--- src/sv/gsp_pkg.sv ---
package gsp_pkg;

  localparam int unsigned VALUE_W  = 32;
  localparam int unsigned TOL_W    = 31;
  localparam int unsigned SWEEP_W  = 16;
  localparam int unsigned CFG_IDX_W = 2;

  typedef enum logic [CFG_IDX_W-1:0] {
    CFG_SCALED_SOURCE = 2'd0,
    CFG_TOLERANCE     = 2'd1,
    CFG_MAX_SWEEPS    = 2'd2
  } cfg_idx_e;

  typedef enum logic [2:0] {
    RD_NORTH,
    RD_SOUTH,
    RD_WEST,
    RD_EAST,
    RD_CENTER,
    RD_EMIT
  } rd_sel_e;

  typedef enum logic [1:0] {
    ACC_HOLD,
    ACC_LOAD,
    ACC_ADD,
    ACC_SUB_SRC
  } acc_op_e;

  typedef struct packed {
    logic signed [VALUE_W-1:0] cell_value;
    logic                      last_cell;
  } cell_t;

  typedef struct packed {
    logic signed [VALUE_W-1:0] result_value;
    logic                      result_last;
    logic                      converged;
    logic [SWEEP_W-1:0]        sweeps_done;
  } result_t;

  typedef struct packed {
    logic    load_wr;
    logic    load_clr;
    logic    rd_en;
    rd_sel_e rd_sel;
    acc_op_e acc_op;
    logic    nv_ld;
    logic    cell_wr;
    logic    chg_ld;
    logic    chg_max;
    logic    chg_clr;
    logic    pos_first;
    logic    pos_next;
    logic    cnt_clr;
    logic    cnt_inc;
    logic    conv_ld;
    logic    conv_val;
    logic    emit_first;
    logic    emit_next;
    logic    out_ld;
  } cmd_t;

  typedef struct packed {
    logic pos_last;
    logic emit_last;
    logic within_tol;
    logic limit_hit;
  } status_t;

endpackage

--- src/sv/gsp_stream_if.sv ---
interface gsp_stream_if #(
  parameter type payload_t = logic
);
  logic     valid;
  logic     ready;
  payload_t payload;

  modport source (output valid, output payload, input ready);
  modport sink   (input valid, input payload, output ready);
endinterface

--- src/sv/gauss_seidel_poisson_grid_top.sv ---
// Gauss-Seidel solver for the five-point Poisson stencil on a GRID_ROWS by GRID_COLS grid of
// signed Q16.16 values. Cells are loaded in row-major order at one transfer per cycle, and the
// transfer that carries last_cell starts solving; border cells keep their loaded values. Each
// interior cell update reads its four neighbors and its old value one after another through
// the single read port of the grid RAM, and every sweep ends with a convergence check. The
// grid is then returned in row-major order, one result at a time: the next cell is not read
// before the previous result is taken. Each result carries the converged flag and the sweep
// count. The grid RAM has no clearing pass after reset.
module gauss_seidel_poisson_grid_top #(
  parameter int unsigned GRID_ROWS = 3,
  parameter int unsigned GRID_COLS = 5
) (
  input  logic                          clk_i,
  input  logic                          rst_ni,
  gsp_stream_if.sink                    cell_i,
  gsp_stream_if.source                  result_o,
  input  logic                          cfg_we_i,
  input  logic [gsp_pkg::CFG_IDX_W-1:0] cfg_idx_i,
  input  logic [gsp_pkg::VALUE_W-1:0]   cfg_data_i
);
  import gsp_pkg::*;

  cmd_t    cmd;
  status_t status;

  gsp_ctrl u_ctrl (
    .clk_i       (clk_i),
    .rst_ni      (rst_ni),
    .in_valid_i  (cell_i.valid),
    .in_last_i   (cell_i.payload.last_cell),
    .in_ready_o  (cell_i.ready),
    .out_valid_o (result_o.valid),
    .out_ready_i (result_o.ready),
    .status_i    (status),
    .cmd_o       (cmd)
  );

  gsp_datapath #(
    .GRID_ROWS (GRID_ROWS),
    .GRID_COLS (GRID_COLS)
  ) u_datapath (
    .clk_i          (clk_i),
    .rst_ni         (rst_ni),
    .cfg_we_i       (cfg_we_i),
    .cfg_idx_i      (cfg_idx_i),
    .cfg_data_i     (cfg_data_i),
    .cell_value_i   (cell_i.payload.cell_value),
    .cmd_i          (cmd),
    .status_o       (status),
    .result_value_o (result_o.payload.result_value),
    .result_last_o  (result_o.payload.result_last),
    .converged_o    (result_o.payload.converged),
    .sweeps_done_o  (result_o.payload.sweeps_done)
  );

`ifndef SYNTHESIS
  a_no_overlap: assert property (@(posedge clk_i) disable iff (!rst_ni)
    !(cell_i.ready && result_o.valid))
    else $error("input ready while a result is pending");

  a_reload_after_last: assert property (@(posedge clk_i) disable iff (!rst_ni)
    (result_o.valid && result_o.ready && result_o.payload.result_last) |=> cell_i.ready)
    else $error("block did not return to loading after the final result");

  a_sweeps_nonzero: assert property (@(posedge clk_i) disable iff (!rst_ni)
    result_o.valid |-> (result_o.payload.sweeps_done != 16'd0))
    else $error("result emitted with zero sweeps");
`endif

endmodule

--- src/sv/gsp_ram.sv ---
module gsp_ram #(
  parameter int unsigned WIDTH = 32,
  parameter int unsigned DEPTH = 15
) (
  input  logic                     clk_i,
  input  logic                     we_i,
  input  logic [$clog2(DEPTH)-1:0] waddr_i,
  input  logic [WIDTH-1:0]         wdata_i,
  input  logic                     re_i,
  input  logic [$clog2(DEPTH)-1:0] raddr_i,
  output logic [WIDTH-1:0]         rdata_o
);

  logic [WIDTH-1:0] mem_q [DEPTH];
  logic [WIDTH-1:0] rdata_q;

  always_ff @(posedge clk_i) begin
    if (we_i) begin
      mem_q[waddr_i] <= wdata_i;
    end
    if (re_i) begin
      rdata_q <= mem_q[raddr_i];
    end
  end

  assign rdata_o = rdata_q;

endmodule

--- src/sv/gsp_datapath.sv ---
module gsp_datapath #(
  parameter int unsigned GRID_ROWS = 3,
  parameter int unsigned GRID_COLS = 5
) (
  input  logic                                  clk_i,
  input  logic                                  rst_ni,
  input  logic                                  cfg_we_i,
  input  logic [gsp_pkg::CFG_IDX_W-1:0]         cfg_idx_i,
  input  logic [gsp_pkg::VALUE_W-1:0]           cfg_data_i,
  input  logic signed [gsp_pkg::VALUE_W-1:0]    cell_value_i,
  input  gsp_pkg::cmd_t                         cmd_i,
  output gsp_pkg::status_t                      status_o,
  output logic signed [gsp_pkg::VALUE_W-1:0]    result_value_o,
  output logic                                  result_last_o,
  output logic                                  converged_o,
  output logic [gsp_pkg::SWEEP_W-1:0]           sweeps_done_o
);
  import gsp_pkg::*;

  localparam int unsigned CELLS = GRID_ROWS * GRID_COLS;
  localparam int unsigned IW    = $clog2(CELLS);
  localparam int unsigned LPW   = $clog2(CELLS + 1);
  localparam int unsigned RW    = $clog2(GRID_ROWS);
  localparam int unsigned CW    = $clog2(GRID_COLS);
  localparam int unsigned ACC_W = VALUE_W + 3;

  logic signed [VALUE_W-1:0] src_q;
  logic [TOL_W-1:0]          tol_q;
  logic [SWEEP_W-1:0]        max_sweeps_q;
  logic [LPW-1:0]            load_pos_q;
  logic [IW-1:0]             k_q;
  logic [RW-1:0]             row_q;
  logic [CW-1:0]             col_q;
  logic signed [ACC_W-1:0]   acc_q;
  logic signed [VALUE_W-1:0] old_q;
  logic signed [VALUE_W-1:0] nv_q;
  logic [VALUE_W-1:0]        chg_q;
  logic [VALUE_W-1:0]        max_chg_q;
  logic [SWEEP_W-1:0]        cnt_q;
  logic                      conv_q;
  logic [IW-1:0]             emit_q;
  logic signed [VALUE_W-1:0] out_value_q;
  logic                      out_last_q;

  logic                      ram_we;
  logic [IW-1:0]             ram_waddr;
  logic [VALUE_W-1:0]        ram_wdata;
  logic [IW-1:0]             ram_raddr;
  logic [VALUE_W-1:0]        ram_rdata;
  logic signed [ACC_W-1:0]   rd_ext;
  logic signed [ACC_W-1:0]   src_ext;
  logic signed [ACC_W-1:0]   quarter;
  logic signed [VALUE_W-1:0] nv_d;
  logic signed [VALUE_W:0]   diff;
  logic [VALUE_W:0]          abs_diff;
  logic                      load_room;
  logic [SWEEP_W-1:0]        cnt_inc;

  gsp_ram #(
    .WIDTH (VALUE_W),
    .DEPTH (CELLS)
  ) u_grid_ram (
    .clk_i   (clk_i),
    .we_i    (ram_we),
    .waddr_i (ram_waddr),
    .wdata_i (ram_wdata),
    .re_i    (cmd_i.rd_en),
    .raddr_i (ram_raddr),
    .rdata_o (ram_rdata)
  );

  assign load_room = load_pos_q < LPW'(CELLS);

  always_comb begin
    ram_we    = 1'b0;
    ram_waddr = k_q;
    ram_wdata = nv_q;
    if (cmd_i.load_wr && load_room) begin
      ram_we    = 1'b1;
      ram_waddr = load_pos_q[IW-1:0];
      ram_wdata = cell_value_i;
    end else if (cmd_i.cell_wr) begin
      ram_we = 1'b1;
    end
  end

  always_comb begin
    unique case (cmd_i.rd_sel)
      RD_NORTH:  ram_raddr = k_q - IW'(GRID_COLS);
      RD_SOUTH:  ram_raddr = k_q + IW'(GRID_COLS);
      RD_WEST:   ram_raddr = k_q - IW'(1);
      RD_EAST:   ram_raddr = k_q + IW'(1);
      RD_CENTER: ram_raddr = k_q;
      RD_EMIT:   ram_raddr = emit_q;
      default:   ram_raddr = k_q;
    endcase
  end

  assign rd_ext  = {{(ACC_W - VALUE_W){ram_rdata[VALUE_W-1]}}, ram_rdata};
  assign src_ext = {{(ACC_W - VALUE_W){src_q[VALUE_W-1]}}, src_q};
  assign quarter = acc_q >>> 2;

  always_comb begin
    if (quarter > $signed({{(ACC_W - VALUE_W + 1){1'b0}}, {(VALUE_W - 1){1'b1}}})) begin
      nv_d = {1'b0, {(VALUE_W - 1){1'b1}}};
    end else if (quarter < $signed({{(ACC_W - VALUE_W + 1){1'b1}}, {(VALUE_W - 1){1'b0}}})) begin
      nv_d = {1'b1, {(VALUE_W - 1){1'b0}}};
    end else begin
      nv_d = quarter[VALUE_W-1:0];
    end
  end

  assign diff     = {old_q[VALUE_W-1], old_q} - {nv_q[VALUE_W-1], nv_q};
  assign abs_diff = diff[VALUE_W] ? (VALUE_W + 1)'(-diff) : diff;
  assign cnt_inc  = cnt_q + SWEEP_W'(1);

  always_ff @(posedge clk_i or negedge rst_ni) begin
    if (!rst_ni) begin
      src_q        <= VALUE_W'(65536);
      tol_q        <= '0;
      max_sweeps_q <= SWEEP_W'(1024);
      load_pos_q   <= '0;
      cnt_q        <= '0;
      conv_q       <= 1'b0;
      max_chg_q    <= '0;
    end else begin
      if (cfg_we_i) begin
        case (cfg_idx_i)
          CFG_SCALED_SOURCE: src_q        <= cfg_data_i;
          CFG_TOLERANCE:     tol_q        <= cfg_data_i[TOL_W-1:0];
          CFG_MAX_SWEEPS:    max_sweeps_q <= cfg_data_i[SWEEP_W-1:0];
          default: begin
          end
        endcase
      end
      if (cmd_i.load_clr) begin
        load_pos_q <= '0;
      end else if (cmd_i.load_wr && load_room) begin
        load_pos_q <= load_pos_q + LPW'(1);
      end
      if (cmd_i.cnt_clr) begin
        cnt_q <= '0;
      end else if (cmd_i.cnt_inc) begin
        cnt_q <= cnt_inc;
      end
      if (cmd_i.conv_ld) begin
        conv_q <= cmd_i.conv_val;
      end
      if (cmd_i.chg_clr) begin
        max_chg_q <= '0;
      end else if (cmd_i.chg_max && (chg_q > max_chg_q)) begin
        max_chg_q <= chg_q;
      end
    end
  end

  always_ff @(posedge clk_i) begin
    unique case (cmd_i.acc_op)
      ACC_LOAD:    acc_q <= rd_ext;
      ACC_ADD:     acc_q <= acc_q + rd_ext;
      ACC_SUB_SRC: acc_q <= acc_q - src_ext;
      default:     acc_q <= acc_q;
    endcase
    if (cmd_i.acc_op == ACC_SUB_SRC) begin
      old_q <= ram_rdata;
    end
    if (cmd_i.nv_ld) begin
      nv_q <= nv_d;
    end
    if (cmd_i.chg_ld) begin
      chg_q <= abs_diff[VALUE_W-1:0];
    end
    if (cmd_i.pos_first) begin
      k_q   <= IW'(GRID_COLS + 1);
      row_q <= RW'(1);
      col_q <= CW'(1);
    end else if (cmd_i.pos_next) begin
      if (col_q == CW'(GRID_COLS - 2)) begin
        col_q <= CW'(1);
        row_q <= row_q + RW'(1);
        k_q   <= k_q + IW'(3);
      end else begin
        col_q <= col_q + CW'(1);
        k_q   <= k_q + IW'(1);
      end
    end
    if (cmd_i.emit_first) begin
      emit_q <= '0;
    end else if (cmd_i.emit_next) begin
      emit_q <= emit_q + IW'(1);
    end
    if (cmd_i.out_ld) begin
      out_value_q <= ram_rdata;
      out_last_q  <= status_o.emit_last;
    end
  end

  assign status_o.pos_last   = (row_q == RW'(GRID_ROWS - 2)) && (col_q == CW'(GRID_COLS - 2));
  assign status_o.emit_last  = emit_q == IW'(CELLS - 1);
  assign status_o.within_tol = max_chg_q <= {1'b0, tol_q};
  assign status_o.limit_hit  = cnt_inc >= max_sweeps_q;

  assign result_value_o = out_value_q;
  assign result_last_o  = out_last_q;
  assign converged_o    = conv_q;
  assign sweeps_done_o  = cnt_q;

endmodule

--- src/sv/gsp_ctrl.sv ---
module gsp_ctrl (
  input  logic               clk_i,
  input  logic               rst_ni,
  input  logic               in_valid_i,
  input  logic               in_last_i,
  output logic               in_ready_o,
  output logic               out_valid_o,
  input  logic               out_ready_i,
  input  gsp_pkg::status_t   status_i,
  output gsp_pkg::cmd_t      cmd_o
);
  import gsp_pkg::*;

  typedef enum logic [3:0] {
    ST_LOAD,
    ST_RD_N,
    ST_RD_S,
    ST_RD_W,
    ST_RD_E,
    ST_RD_C,
    ST_SUB,
    ST_NEW,
    ST_WR,
    ST_CMP,
    ST_CHK,
    ST_EMIT_RD,
    ST_EMIT_LD,
    ST_EMIT_WAIT
  } state_e;

  state_e state_q;
  logic   in_ready_q;
  logic   out_valid_q;
  logic   in_xfer;
  logic   out_xfer;

  assign in_xfer  = in_valid_i && in_ready_q;
  assign out_xfer = out_valid_q && out_ready_i;

  always_ff @(posedge clk_i or negedge rst_ni) begin
    if (!rst_ni) begin
      state_q     <= ST_LOAD;
      in_ready_q  <= 1'b1;
      out_valid_q <= 1'b0;
    end else begin
      unique case (state_q)
        ST_LOAD: begin
          if (in_xfer && in_last_i) begin
            state_q    <= ST_RD_N;
            in_ready_q <= 1'b0;
          end
        end
        ST_RD_N: state_q <= ST_RD_S;
        ST_RD_S: state_q <= ST_RD_W;
        ST_RD_W: state_q <= ST_RD_E;
        ST_RD_E: state_q <= ST_RD_C;
        ST_RD_C: state_q <= ST_SUB;
        ST_SUB:  state_q <= ST_NEW;
        ST_NEW:  state_q <= ST_WR;
        ST_WR:   state_q <= ST_CMP;
        ST_CMP:  state_q <= status_i.pos_last ? ST_CHK : ST_RD_N;
        ST_CHK: begin
          if (status_i.within_tol || status_i.limit_hit) begin
            state_q <= ST_EMIT_RD;
          end else begin
            state_q <= ST_RD_N;
          end
        end
        ST_EMIT_RD: state_q <= ST_EMIT_LD;
        ST_EMIT_LD: begin
          state_q     <= ST_EMIT_WAIT;
          out_valid_q <= 1'b1;
        end
        ST_EMIT_WAIT: begin
          if (out_xfer) begin
            out_valid_q <= 1'b0;
            if (status_i.emit_last) begin
              state_q    <= ST_LOAD;
              in_ready_q <= 1'b1;
            end else begin
              state_q <= ST_EMIT_RD;
            end
          end
        end
        default: state_q <= ST_LOAD;
      endcase
    end
  end

  always_comb begin
    cmd_o        = '0;
    cmd_o.rd_sel = RD_CENTER;
    cmd_o.acc_op = ACC_HOLD;
    unique case (state_q)
      ST_LOAD: begin
        cmd_o.load_wr = in_xfer;
        if (in_xfer && in_last_i) begin
          cmd_o.load_clr  = 1'b1;
          cmd_o.chg_clr   = 1'b1;
          cmd_o.cnt_clr   = 1'b1;
          cmd_o.pos_first = 1'b1;
        end
      end
      ST_RD_N: begin
        cmd_o.rd_en  = 1'b1;
        cmd_o.rd_sel = RD_NORTH;
      end
      ST_RD_S: begin
        cmd_o.rd_en  = 1'b1;
        cmd_o.rd_sel = RD_SOUTH;
        cmd_o.acc_op = ACC_LOAD;
      end
      ST_RD_W: begin
        cmd_o.rd_en  = 1'b1;
        cmd_o.rd_sel = RD_WEST;
        cmd_o.acc_op = ACC_ADD;
      end
      ST_RD_E: begin
        cmd_o.rd_en  = 1'b1;
        cmd_o.rd_sel = RD_EAST;
        cmd_o.acc_op = ACC_ADD;
      end
      ST_RD_C: begin
        cmd_o.rd_en  = 1'b1;
        cmd_o.rd_sel = RD_CENTER;
        cmd_o.acc_op = ACC_ADD;
      end
      ST_SUB: cmd_o.acc_op = ACC_SUB_SRC;
      ST_NEW: cmd_o.nv_ld = 1'b1;
      ST_WR: begin
        cmd_o.cell_wr = 1'b1;
        cmd_o.chg_ld  = 1'b1;
      end
      ST_CMP: begin
        cmd_o.chg_max  = 1'b1;
        cmd_o.pos_next = !status_i.pos_last;
      end
      ST_CHK: begin
        cmd_o.cnt_inc = 1'b1;
        if (status_i.within_tol || status_i.limit_hit) begin
          cmd_o.conv_ld    = 1'b1;
          cmd_o.conv_val   = status_i.within_tol;
          cmd_o.emit_first = 1'b1;
        end else begin
          cmd_o.chg_clr   = 1'b1;
          cmd_o.pos_first = 1'b1;
        end
      end
      ST_EMIT_RD: begin
        cmd_o.rd_en  = 1'b1;
        cmd_o.rd_sel = RD_EMIT;
      end
      ST_EMIT_LD: cmd_o.out_ld = 1'b1;
      ST_EMIT_WAIT: cmd_o.emit_next = out_xfer && !status_i.emit_last;
      default: begin
      end
    endcase
  end

  assign in_ready_o  = in_ready_q;
  assign out_valid_o = out_valid_q;

endmodule

--- src/flat_wrapper.sv ---
// flat-port wrapper written by rule: the top's interface ports become plain ports
module gauss_seidel_poisson_grid_top_flat import gsp_pkg::*;
#(
  parameter int unsigned GRID_ROWS = 3,
  parameter int unsigned GRID_COLS = 5
)
  (clk_i, rst_ni, cfg_we_i, cfg_idx_i, cfg_data_i, cell_i_valid, cell_i_payload, cell_i_ready, result_o_valid, result_o_payload, result_o_ready);
  gsp_stream_if #(.payload_t(cell_t)) cell_i_i ();
  gsp_stream_if #(.payload_t(result_t)) result_o_i ();
  input  logic clk_i;
  input  logic rst_ni;
  input  logic cfg_we_i;
  input  logic [gsp_pkg::CFG_IDX_W-1:0] cfg_idx_i;
  input  logic [gsp_pkg::VALUE_W-1:0] cfg_data_i;
  input wire logic [$bits(cell_i_i.valid)-1:0] cell_i_valid;
  input wire logic [$bits(cell_i_i.payload)-1:0] cell_i_payload;
  output wire logic [$bits(cell_i_i.ready)-1:0] cell_i_ready;
  output wire logic [$bits(result_o_i.valid)-1:0] result_o_valid;
  output wire logic [$bits(result_o_i.payload)-1:0] result_o_payload;
  input wire logic [$bits(result_o_i.ready)-1:0] result_o_ready;
  assign cell_i_i.valid = cell_i_valid;
  assign cell_i_i.payload = cell_i_payload;
  assign cell_i_ready = cell_i_i.ready;
  assign result_o_valid = result_o_i.valid;
  assign result_o_payload = result_o_i.payload;
  assign result_o_i.ready = result_o_ready;
  gauss_seidel_poisson_grid_top #(.GRID_ROWS(GRID_ROWS), .GRID_COLS(GRID_COLS)) u_core (.clk_i(clk_i), .rst_ni(rst_ni), .cell_i(cell_i_i), .result_o(result_o_i), .cfg_we_i(cfg_we_i), .cfg_idx_i(cfg_idx_i), .cfg_data_i(cfg_data_i));
endmodule
--- config.mk ---
export PLATFORM = sky130hd
export DESIGN_NAME = gauss_seidel_poisson_grid_top_flat
export DESIGN_NICKNAME = d
export VERILOG_FILES = /design/src/sv/gsp_pkg.sv /design/src/sv/gsp_stream_if.sv /design/src/sv/gauss_seidel_poisson_grid_top.sv /design/src/sv/gsp_ram.sv /design/src/sv/gsp_datapath.sv /design/src/sv/gsp_ctrl.sv /design/src/flat_wrapper.sv
export SDC_FILE = /design/constraint.sdc
export NUM_CORES = 1
export LEC_CHECK = 0
export BUFFER_PORTS_ARGS = -buffer_cell sky130_fd_sc_hd__buf_2
export CAP_MARGIN = 20
export CORE_UTILIZATION = 45
export CTS_BUF_LIST = sky130_fd_sc_hd__clkbuf_4
export CTS_CLUSTER_DIAMETER = 60
export DETAILED_ROUTE_END_ITERATION = 6
export SYNTH_ARGS = -nofsm -noshare
export SYNTH_HDL_FRONTEND = slang
export SYNTH_SLANG_ARGS = --single-unit
export TNS_END_PERCENT = 50
--- constraint.sdc ---
create_clock -name clk_i -period 5.7 [get_ports clk_i]
set_input_delay 1.14 -clock clk_i [delete_from_list [all_inputs] [get_ports clk_i]]
set_output_delay 1.14 -clock clk_i [all_outputs]
set_load 0.01 [all_outputs]
==> out/metrics.csv <==
metric,value,unit
# IOs,124,
Core ar.,87400,um^2
yosys warns,0,
vias in the first global route,26655,
DRT iter0 DRCs,2038,
Async SR Flop Fraction,0.167,
DP Cell Count,4487,
Wirelength per Cell,21.1,um
Worst setup SP type,flop,
crit path cell chain,"or4_4, nor4_1, buf_4, or2b_1, nor3_1, xor2_1, nand2_1, o21ai_0, ha_1, a21o_1, a31o_2, a221oi_1, nand3_1, o21ai_1, a21oi_1, a21o_1, a311oi_1, o211ai_1, o311a_1",
net count reported at finish,3786,
clock root cell,clkbuf_4,
Final Critical Period,5.34,ns
post-synthesis mux area share,0.0642,
critical path required time,6.52,ns
"commonest non-fill, non-tap cell in the layout",edfxtp_1,
Die Ht,300,um
Num Clock Sinks,827,
Final setup viols,0,
MaxCap Viol Count,0,
H-tree Lvls,4,
mapped cell area,40000,um^2
Vias/cell,5.54,
Die ar.,90000,um^2
status,"finished, final reports clean",
Final GP Congestion,0.892,
Compound-Gate Fraction of Synth Area,0.128,
Netlist cell types,87,
Final Skew,0.0997,ns
worst min path class,in2reg,
vias,27050,
Clock Pin Slew Worst Setup and Hold Paths,0.06,ns
GRT overflow,0,
Pins Over Slew Limit,0,
area delta synth->final,12.9,%
main flop type after synthesis,edfxtp_1,
XOR/XNOR Fraction of Synth Area,0.0309,
worst vdd ir,0.000526,V
largest family of logic cells by synthesized area,compound AO/OA/AOI/OAI gates,
post-synthesis adder-cell area fraction,0.0506,
fmax,187,MHz
Setup Buffers After CTS,0,
Most Frequent Cell on Critical Path,a21o_1,
Num CTS Buffers,219,
post-synthesis sequential area ratio,0.601,
pwr/cell area,597,nW/um^2
number of detailed-route iterations in the first pass,6,
slew margin rel.,0.350,
Final Core Density,0.516,
Worst Max-Slew Pin Slew,0.975,ns
clock latency at the later pin of the worst-skew pair,1.11,ns
Initial Utilization,0.457,
Post-Route WL,103000,um
Final Cycle Share,0.937,
ANT nets after route,0,
"non-filler cells, final",4885,
Critical Path Fanout Max,6,
"CP delay by family, top",compound AO/OA/AOI/OAI gates,
Synth Area in Simple Gates,0.0959,
crit path DAT,6.16,ns
final hold slack,0.276,ns
drt drc,0,
initial antenna violation count,5,
port bufs,123,
most frequent cells in the layout,"676 x edfxtp_1, 325 x clkbuf_4, 259 x a21oi_1",
CP max-delay cell,or4_4,
max incr delay on CP,0.60,ns
Die X,300,um
unrepaired setup endpoints after global routing,false,
Setup TNS,0,ns
final hold violation count,0,
register bit total from synthesis,827,
HPWL Detailed,68700,um
CP bufs+invs,1,
CTS tree,built,
Post-Syn Nets,3522,
"EDFF count, synth",676,
Syn Area/Cell,12.2,um^2
number of rows in the core area,108,
WS Path Type,reg2reg,
maximum clock insertion buffer count,3,
GRT Util Overall,0.230,
static leakage,17.3,nW
largest net degree at the start of global routing,89,
ratio of cells with drive above 1 in the final layout,0.186,
first-pass GRT wire length,156000,um
crit path capture type,flop,
Synth Instances,3290,
-- cells by family after synthesis --
| group | count (synthesis) |
|---|---|
| DFF | 827 |
| AOI/OAI and AO/OA | 818 |
| and+or+nand+nor | 795 |
| buffers and inverters | 303 |
| muxes | 246 |
| adders and majority gates | 160 |
| xor gates and xnor gates | 141 |
-- repair_timing --
| action | in CTS | in global routing |
|---|---|---|
| endpoints found under the setup margin | 0 | 1 |
| gates resized for setup | 0 | 1 |
| hold buffers | 1 | 0 |
| endpoints found under the hold margin | 26 | 0 |
-- layer usage --
metal | routed length (um) | vias up | global-route usage
li1 | - | 12899 | -
met1 | 45600 | 13283 | 0.305
met2 | 49400 | 700 | 0.375
met3 | 5310 | 168 | 0.0436
met4 | 2580 | 0 | 0.0847
met5 | 0 | - | 0
-- final timing paths --
check                                                                       start                                             to  slack [ns]  depth (start not counted)
worst max-delay path            u_core.u_datapath.u_grid_ram.rdata_o[5]$_DFFE_PN_          u_core.u_datapath.acc_q[34]$_DFFE_PP_        0.36                         19
worst min-delay path                                               cfg_data_i[17]        u_core.u_datapath.tol_q[17]$_DFFE_PN0P_        0.28                          2
max in group asynchronous                                                  rst_ni  u_core.u_datapath.max_sweeps_q[4]$_DFFE_PN0P_        3.69                          3
min in group asynchronous                                                  rst_ni        u_core.u_datapath.tol_q[16]$_DFFE_PN0P_        0.67                          2
worst max register to register  u_core.u_datapath.u_grid_ram.rdata_o[5]$_DFFE_PN_          u_core.u_datapath.acc_q[34]$_DFFE_PP_        0.36                         19
worst min register to register            u_core.u_datapath.col_q[2]$_SDFFE_PP0P_        u_core.u_datapath.col_q[2]$_SDFFE_PP0P_        0.46                          2
-- where the power goes --
| group | switching [mW] | internal, mW |
|---|---|---|
| sequential | 0.761 | 8.00 |
| clock | 2.47 | 2.62 |
| combinational | 8.19 | 4.89 |
| total | 11.4 | 15.5 |
-- cell usage after synthesis, types with 69 or more instances --
| library cell | n | area share |
|---|---|---|
| a21oi_1 | 259 | 0.032 |
| nand2_1 | 238 | 0.022 |
| nor2_1 | 224 | 0.021 |
| mux2_2 | 82 | 0.023 |
| a211oi_1 | 172 | 0.032 |
| edfxtp_1 | 676 | 0.51 |
| nor2b_1 | 114 | 0.018 |
| xor2_1 | 69 | 0.015 |
| mux2i_1 | 164 | 0.041 |
| dfrtp_1 | 135 | 0.084 |
| o21ai_0 | 189 | 0.024 |
| clkbuf_1 | 129 | 0.012 |
| inv_1 | 142 | 0.013 |
| ha_1 | 157 | 0.049 |
| xnor2_1 | 72 | 0.016 |
-- metrics by stage --
step	instance area (um^2)	power, mW	setup slack (ns)
5_1_grt	45100	28.9	0.0932
2_1_floorplan	40000	18.2	1.00
3_3_place_gp	42300	21.7	0.331
6_report	45100	26.9	0.357
3_5_place_dp	42300	21.9	0.270
4_1_cts	45100	27.1	0.278
-- worst register-to-register path, stage by stage, from the launching register on --
cell      delay, ns
edfxtp_1       0.47
or4_4          0.60
nor4_1         0.26
buf_4          0.18
or2b_1         0.30
nor3_1         0.24
xor2_1         0.17
nand2_1        0.06
o21ai_0        0.09
ha_1           0.32
a21o_1         0.24
a31o_2         0.22
a221oi_1       0.25
nand3_1        0.24
o21ai_1        0.30
a21oi_1        0.11
a21o_1         0.25
a311oi_1       0.50
o211ai_1       0.17
o311a_1        0.14
-- state kept, by name, indices dropped and copies added, names as in the netlist, 16 cells and up --
name	flops
u_core.u_datapath.result_value_o	32
u_core.u_datapath.src_q	32
u_core.u_datapath.acc_q	35
u_core.u_datapath.tol_q	31
u_core.u_datapath.u_grid_ram.rdata_o	32
u_core.u_datapath.nv_q	32
u_core.u_datapath.max_sweeps_q	16
u_core.u_datapath.u_grid_ram.mem_q	480
u_core.u_datapath.max_chg_q	32
u_core.u_datapath.old_q	32
u_core.u_datapath.sweeps_done_o	16
u_core.u_datapath.chg_q	32
-- layout make-up --
type,count,area [um^2]
Antenna cell,5,12.5
Inverter,143,537
Tap cell,1155,1450
Timing Repair Buffer,203,1340
Multi-Input combinational cell,2160,15000
Clock inverter,67,335
Sequential cell,827,24000
Fill cell,7657,42300
Clock buffer,325,2440
No activity file was read; power rests on OpenSTA's default activity.
